File: src/rtl/ddim_pkg.sv
// Shared types and constants for the DDIM denoise step block.
// Depends on nothing; the other files that use it refer to it by scoped names.
`default_nettype none
package ddim_pkg;

    // Wide enough for any table length in the supported range (up to 4096)
    localparam int CNT_W = 13;

    localparam logic [1:0] REG_BETA_START = 2'd0;
    localparam logic [1:0] REG_BETA_END   = 2'd1;
    localparam logic [1:0] REG_TRAIN      = 2'd2;
    localparam logic [1:0] REG_INFER      = 2'd3;

    localparam logic [30:0] ONE_Q30 = 31'h4000_0000;

    typedef enum logic [4:0] {
        OP_NONE,
        OP_LATCH,
        OP_SQRT_S,
        OP_SQRT_E,
        OP_DIV_STEP,
        OP_DIV_SPACE,
        OP_BUILD_INIT,
        OP_MUL_VAL,
        OP_MUL_CUM,
        OP_WRITE,
        OP_RD_A,
        OP_SQRT_AN,
        OP_SQRT_BN,
        OP_RD_P,
        OP_SQRT_AP,
        OP_SQRT_BP,
        OP_MUL_NUM,
        OP_DIV_X0,
        OP_MUL_ACC1,
        OP_MUL_ACC2,
        OP_SUM,
        OP_OUT
    } t_op;

    typedef struct packed {
        logic table_ready;
        logic cache_hit;
        logic sq_done;
        logic dv_done;
        logic last_entry;
        logic ra_zero;
        logic out_busy;
    } t_stat;

endpackage
`default_nettype wire

File: src/rtl/ddim_ctrl.sv
// Sequencer for table build, coefficient load and per-element evaluation.
// Depends on ddim_pkg.
`default_nettype none
module ddim_ctrl (
    input  wire logic            i_clk,
    input  wire logic            i_rst_n,
    input  wire logic            i_in_valid,
    output logic                 o_in_ready,
    input  wire ddim_pkg::t_stat i_stat,
    output ddim_pkg::t_op        o_op
);
    typedef enum logic [30:0] {
        S_IDLE  = 31'b1 << 0,
        S_CHECK = 31'b1 << 1,
        S_BSQS  = 31'b1 << 2,
        S_BSQSW = 31'b1 << 3,
        S_BSQE  = 31'b1 << 4,
        S_BSQEW = 31'b1 << 5,
        S_BDV1  = 31'b1 << 6,
        S_BDV1W = 31'b1 << 7,
        S_BDV2  = 31'b1 << 8,
        S_BDV2W = 31'b1 << 9,
        S_BINIT = 31'b1 << 10,
        S_BMV   = 31'b1 << 11,
        S_BMC   = 31'b1 << 12,
        S_BWR   = 31'b1 << 13,
        S_CRDA  = 31'b1 << 14,
        S_CSAN  = 31'b1 << 15,
        S_CSANW = 31'b1 << 16,
        S_CSBN  = 31'b1 << 17,
        S_CSBNW = 31'b1 << 18,
        S_CRDP  = 31'b1 << 19,
        S_CSAP  = 31'b1 << 20,
        S_CSAPW = 31'b1 << 21,
        S_CSBP  = 31'b1 << 22,
        S_CSBPW = 31'b1 << 23,
        S_EMN   = 31'b1 << 24,
        S_EDV   = 31'b1 << 25,
        S_EDVW  = 31'b1 << 26,
        S_EM1   = 31'b1 << 27,
        S_EM2   = 31'b1 << 28,
        S_ESUM  = 31'b1 << 29,
        S_EOUT  = 31'b1 << 30
    } t_state;

    t_state r_state;
    t_state n_state;

    always_comb begin
        n_state = r_state;
        o_op    = ddim_pkg::OP_NONE;
        case (r_state)
            S_IDLE: begin
                if (i_in_valid) begin
                    o_op    = ddim_pkg::OP_LATCH;
                    n_state = S_CHECK;
                end
            end
            S_CHECK: begin
                if (!i_stat.table_ready) begin
                    n_state = S_BSQS;
                end else if (!i_stat.cache_hit) begin
                    n_state = S_CRDA;
                end else begin
                    n_state = S_EMN;
                end
            end
            S_BSQS: begin
                o_op    = ddim_pkg::OP_SQRT_S;
                n_state = S_BSQSW;
            end
            S_BSQSW: if (i_stat.sq_done) n_state = S_BSQE;
            S_BSQE: begin
                o_op    = ddim_pkg::OP_SQRT_E;
                n_state = S_BSQEW;
            end
            S_BSQEW: if (i_stat.sq_done) n_state = S_BDV1;
            S_BDV1: begin
                o_op    = ddim_pkg::OP_DIV_STEP;
                n_state = S_BDV1W;
            end
            S_BDV1W: if (i_stat.dv_done) n_state = S_BDV2;
            S_BDV2: begin
                o_op    = ddim_pkg::OP_DIV_SPACE;
                n_state = S_BDV2W;
            end
            S_BDV2W: if (i_stat.dv_done) n_state = S_BINIT;
            S_BINIT: begin
                o_op    = ddim_pkg::OP_BUILD_INIT;
                n_state = S_BMV;
            end
            S_BMV: begin
                o_op    = ddim_pkg::OP_MUL_VAL;
                n_state = S_BMC;
            end
            S_BMC: begin
                o_op    = ddim_pkg::OP_MUL_CUM;
                n_state = S_BWR;
            end
            S_BWR: begin
                o_op    = ddim_pkg::OP_WRITE;
                n_state = i_stat.last_entry ? S_CRDA : S_BMV;
            end
            S_CRDA: begin
                o_op    = ddim_pkg::OP_RD_A;
                n_state = S_CSAN;
            end
            S_CSAN: begin
                o_op    = ddim_pkg::OP_SQRT_AN;
                n_state = S_CSANW;
            end
            S_CSANW: if (i_stat.sq_done) n_state = S_CSBN;
            S_CSBN: begin
                o_op    = ddim_pkg::OP_SQRT_BN;
                n_state = S_CSBNW;
            end
            S_CSBNW: if (i_stat.sq_done) n_state = S_CRDP;
            S_CRDP: begin
                o_op    = ddim_pkg::OP_RD_P;
                n_state = S_CSAP;
            end
            S_CSAP: begin
                o_op    = ddim_pkg::OP_SQRT_AP;
                n_state = S_CSAPW;
            end
            S_CSAPW: if (i_stat.sq_done) n_state = S_CSBP;
            S_CSBP: begin
                o_op    = ddim_pkg::OP_SQRT_BP;
                n_state = S_CSBPW;
            end
            S_CSBPW: if (i_stat.sq_done) n_state = S_EMN;
            S_EMN: begin
                o_op    = ddim_pkg::OP_MUL_NUM;
                n_state = S_EDV;
            end
            S_EDV: begin
                // zero divisor: skip the divide, output saturates
                o_op    = ddim_pkg::OP_DIV_X0;
                n_state = i_stat.ra_zero ? S_EOUT : S_EDVW;
            end
            S_EDVW: if (i_stat.dv_done) n_state = S_EM1;
            S_EM1: begin
                o_op    = ddim_pkg::OP_MUL_ACC1;
                n_state = S_EM2;
            end
            S_EM2: begin
                o_op    = ddim_pkg::OP_MUL_ACC2;
                n_state = S_ESUM;
            end
            S_ESUM: begin
                o_op    = ddim_pkg::OP_SUM;
                n_state = S_EOUT;
            end
            S_EOUT: begin
                // hold until the output register frees up
                if (!i_stat.out_busy) begin
                    o_op    = ddim_pkg::OP_OUT;
                    n_state = S_IDLE;
                end
            end
            default: n_state = S_IDLE;
        endcase
    end

    always_ff @(posedge i_clk) begin
        if (!i_rst_n) begin
            r_state <= S_IDLE;
        end else begin
            r_state <= n_state;
        end
    end

    assign o_in_ready = r_state == S_IDLE;
endmodule
`default_nettype wire

File: config.mk
export PLATFORM = sky130hd
export DESIGN_NAME = ddim_ctrl
export DESIGN_NICKNAME = d
export VERILOG_FILES = /design/src/rtl/ddim_pkg.sv /design/src/rtl/ddim_ctrl.sv
export SDC_FILE = /design/constraint.sdc
export NUM_CORES = 1
export LEC_CHECK = 0
export BUFFER_PORTS_ARGS = -buffer_cell sky130_fd_sc_hd__buf_2
export CORE_UTILIZATION = 43
export CTS_CLUSTER_DIAMETER = 120
export DETAILED_ROUTE_END_ITERATION = 16
export GPL_TIMING_DRIVEN = 0
export HOLD_SLACK_MARGIN = 0.02
export PLACE_DENSITY = 0.61
export SYNTH_ARGS = -nofsm -noshare
export SYNTH_HDL_FRONTEND = slang
export SYNTH_SLANG_ARGS = --single-unit
File: constraint.sdc
create_clock -name i_clk -period 2.4 [get_ports i_clk]
set_input_delay 0.24 -clock i_clk [delete_from_list [all_inputs] [get_ports i_clk]]
set_output_delay 0.24 -clock i_clk [all_outputs]
set_load 0.01 [all_outputs]
==> key figures <==
Cells and area
  – Max reg flops: 31
  – Area Growth Syn to Fin: 42.8%
  – Most common cell after layout, fill and taps aside: buf_4
  – Top Registers: r_state: 31 flops
  – Reg with most FFs: r_state
  – Final #Nets: 305
  – Commonest cells after routing, fill and taps aside: 36 x buf_4, 18 x nor2_1, 15 x buf_2, 15 x dfxtp_1, 13 x dfxtp_2
  – Fillers: 359
  – Finished Core Util: between 60 and 70%
  – Share of layout cells above drive strength 1: 46.6%
  – Diode count: 0

STA
  – RSZ-0062 raised after global routing: true
  – Max-slew violation count: 0
  – Tmin final: 2.64 ns
  – Setup TNS: -0.946 ns
  – Worst Tran Pin Value: 0.588 ns
  – Skew final: 0.00515 ns
  – WHS: 0.207 ns
  – Final hold vios: 0
  – # setup viols final: 5
  – Final period util: 110%
  – Maximum clock rate: 0.379 GHz
  – Max_slew headroom: about 60%
  – Fin worst setup slack: -0.237 ns

Worst setup path
  – CP required: 2.16 ns
  – Most used cell along the critical path: nand4_1
  – R2R Path Start: r_state[5]
  – CP max stage delay: roughly 0.40 ns
  – CP Class: flip-flop to output pin
  – Critical Path Sink Type: output pin
  – R2R cell count: 11
  – Ordered cell list for the critical path: nor4_4, nand4_1, buf_4, nor3_4, and4b_1, nor3_1, nand4_1, buf_2
  – Crit Path Max Fanout: 6
  – Reg-to-Reg End: r_state[7]
  – R2R Setup Slk: 0 ns
  – CP arrival: roughly 2.4 ns
  – Slowest CP cell: nor4_4
  – Crit start category: flip-flop

Synthesis
  – Synth unique cells: between 50 and 60
  – Post-synth EDFFs: 0
  – Yosys warns: 0
  – Post-synth ARST share: 0%
  – Yosys reg bits: 31
  – Synth Area per Inst: between 8 and 9 um^2
  – Register area share after synthesis: 29.8%
  – Gate Count Post-Synth: roughly 230
  – Area of the mapped netlist: 2090 um^2
  – Post-synth net total: 242
  – Post-synth top flop: dfxtp_1

Route
  – DRC: 0
  – Routed WL: 7.25 mm
  – Vias per inst: 6.61
  – Vias: about 2,300
  – First DRT Iteration DRCs: 289
  – WL/cell: 20.8 um
  – Antenna Violating Nets Remaining: 0
  – DR pass1 iterations: 5

Global routing
  – Total Routing Usage GR: 27.2%
  – Vias in the first global route: 1,965
  – Overflow after GRT: 0
  – Largest net degree at the start of global routing: 11
  – Global-route wire length before repair: between 10 and 15 mm
  – Initial antenna violation count: 0

Place
  – Place WS: -0.420 ns
  – Final HPWL DP: 4.17 mm
  – IO Port Bufs: 15
  – GP Congestion: 0.877

Status
  – Failing checks: setup timing
  – Status: complete, but fails checks

Min path
  – Worst hold path endpoint: r_state[30]
  – Worst hold path class: primary input to flip-flop
  – Hold Path Origin: i_stat[1]
  – Hold Crit Depth: 3

Clock tree
  – Clock sink count: 31
  – Hold_buf cts: 0
  – Htree depth: 2
  – CTS tree: built
  – Root Buffer: clkbuf_8
  – Worst skew pair latency: 0.30 ns
  – Worst-path clk slew: roughly 0.070 ns
  – CTS max path bufs: 2
  – CTS Buf Count: 5

Power
  – Peak VDD IR: 0.264 mV
  – Power, Total: 1.37 mW
  – Leak: 1.23 nW
  – PwrDens: 461 nW/um^2

Floorplan
  – Site Rows: 24
  – CORE AREA: 4500 um^2
  – Die height: 71.6 um
  – I/O pin count: 16
  – Die area: around 5000 um^2
  – Initial core utilization: 46.3%
  – Die width: 71.6 um

Job
  – Maxcap violations: 0
[kinds of logic (layout without fill, tap and decap cells)]
logic type             count (synthesis)  after routing  share of synthesized area (%)
flip-flops                            31             31                           29.8
AND/OR/NAND/NOR                      146            146                           49.4
buffers and inverters                 11             75                           3.00
AO/OA/AOI/OAI                         38             38                           15.3
XOR/XNOR                               6              6                           2.52
[Yosys cell counts (4+ instances only)]
master | count | area, um^2
and4_1 | 5 | 43.8
nor4_4 | 6 | 128
and4b_1 | 5 | 50.1
nand4_1 | 7 | 43.8
nor2_1 | 18 | 67.6
dfxtp_1 | 31 | 621
nand4b_1 | 8 | 70.1
nor4_1 | 10 | 62.6
a21boi_1 | 6 | 45.0
buf_2 | 5 | 25.0
and3_1 | 6 | 37.5
nor2b_1 | 6 | 37.5
o31a_1 | 5 | 43.8
o21a_1 | 5 | 37.5
nor4b_1 | 4 | 35.0
nor3_1 | 14 | 70.1
nor3b_1 | 6 | 45.0
o31ai_1 | 4 | 30.0
nand2_1 | 12 | 45.0
nand3_1 | 8 | 40.0
xor2_1 | 4 | 35.0
nand2b_1 | 6 | 37.5
[power by group]
part           switching, mW  total, mW  internal, mW
logic                  0.208      0.420         0.212
clock network          0.212      0.415         0.203
registers             0.0172      0.539         0.522
total                  0.437       1.37         0.937
[layer usage]
layer | vias to the layer above | share of wire [%] | global-route usage, %
met2 | 127 | 46 | 41.7
met5 | - | 0 | 0
met3 | 27 | 6.8 | 5.06
li1 | 1041 | - | -
met4 | 0 | 3.8 | 12.2
met1 | 1104 | 43 | 37.1
[worst max path at each step]
stage,from,endpoint,slack (ns),cells after the start
final,r_state[5],o_op[0],-0.24,8
after global routing,r_state[5],o_op[0],-0.35,8
after CTS,r_state[16],o_op[1],-0.22,5
after detailed placement,r_state[24],o_op[2],-0.42,7
after global placement,r_state[24],o_op[2],-0.43,7
after floorplan,r_state[18],o_op[1],0.21,5
[cell type report]
cell class | instances | area [um^2] | share of cell area [%]
multi-input combinational | 190 | 1650 | 55.5
timing repair buffer | 57 | 449 | 15.1
clock buffer | 7 | 76.3 | 2.56
sequential | 31 | 648 | 21.8
inverter | 1 | 3.75 | 0.126
buffer | 9 | 76.3 | 2.56
clock inverter | 1 | 5.00 | 0.168
tap | 52 | 65.1 | 2.18
[stage by stage]
stage,instances,area (um^2)
global route,348,2980
finish,348,2980
global placement,299,2230
floorplan,232,2090
CTS,326,2640
detailed placement,299,2230
[critical path: cells and delay by family, from the launching register on]
kind	cells	cell delay, ns
buffers and inverters	2	0.36
and+or+nand+nor	6	1.37
DFF	1	0.37
[repair_timing]
action	in CTS	in global routing
pin swaps	14	33
buffers inserted	19	24
gates cloned	1	1
setup endpoints to repair	26	35
resized for setup	43	40
Power figures use the tool's default switching activity.
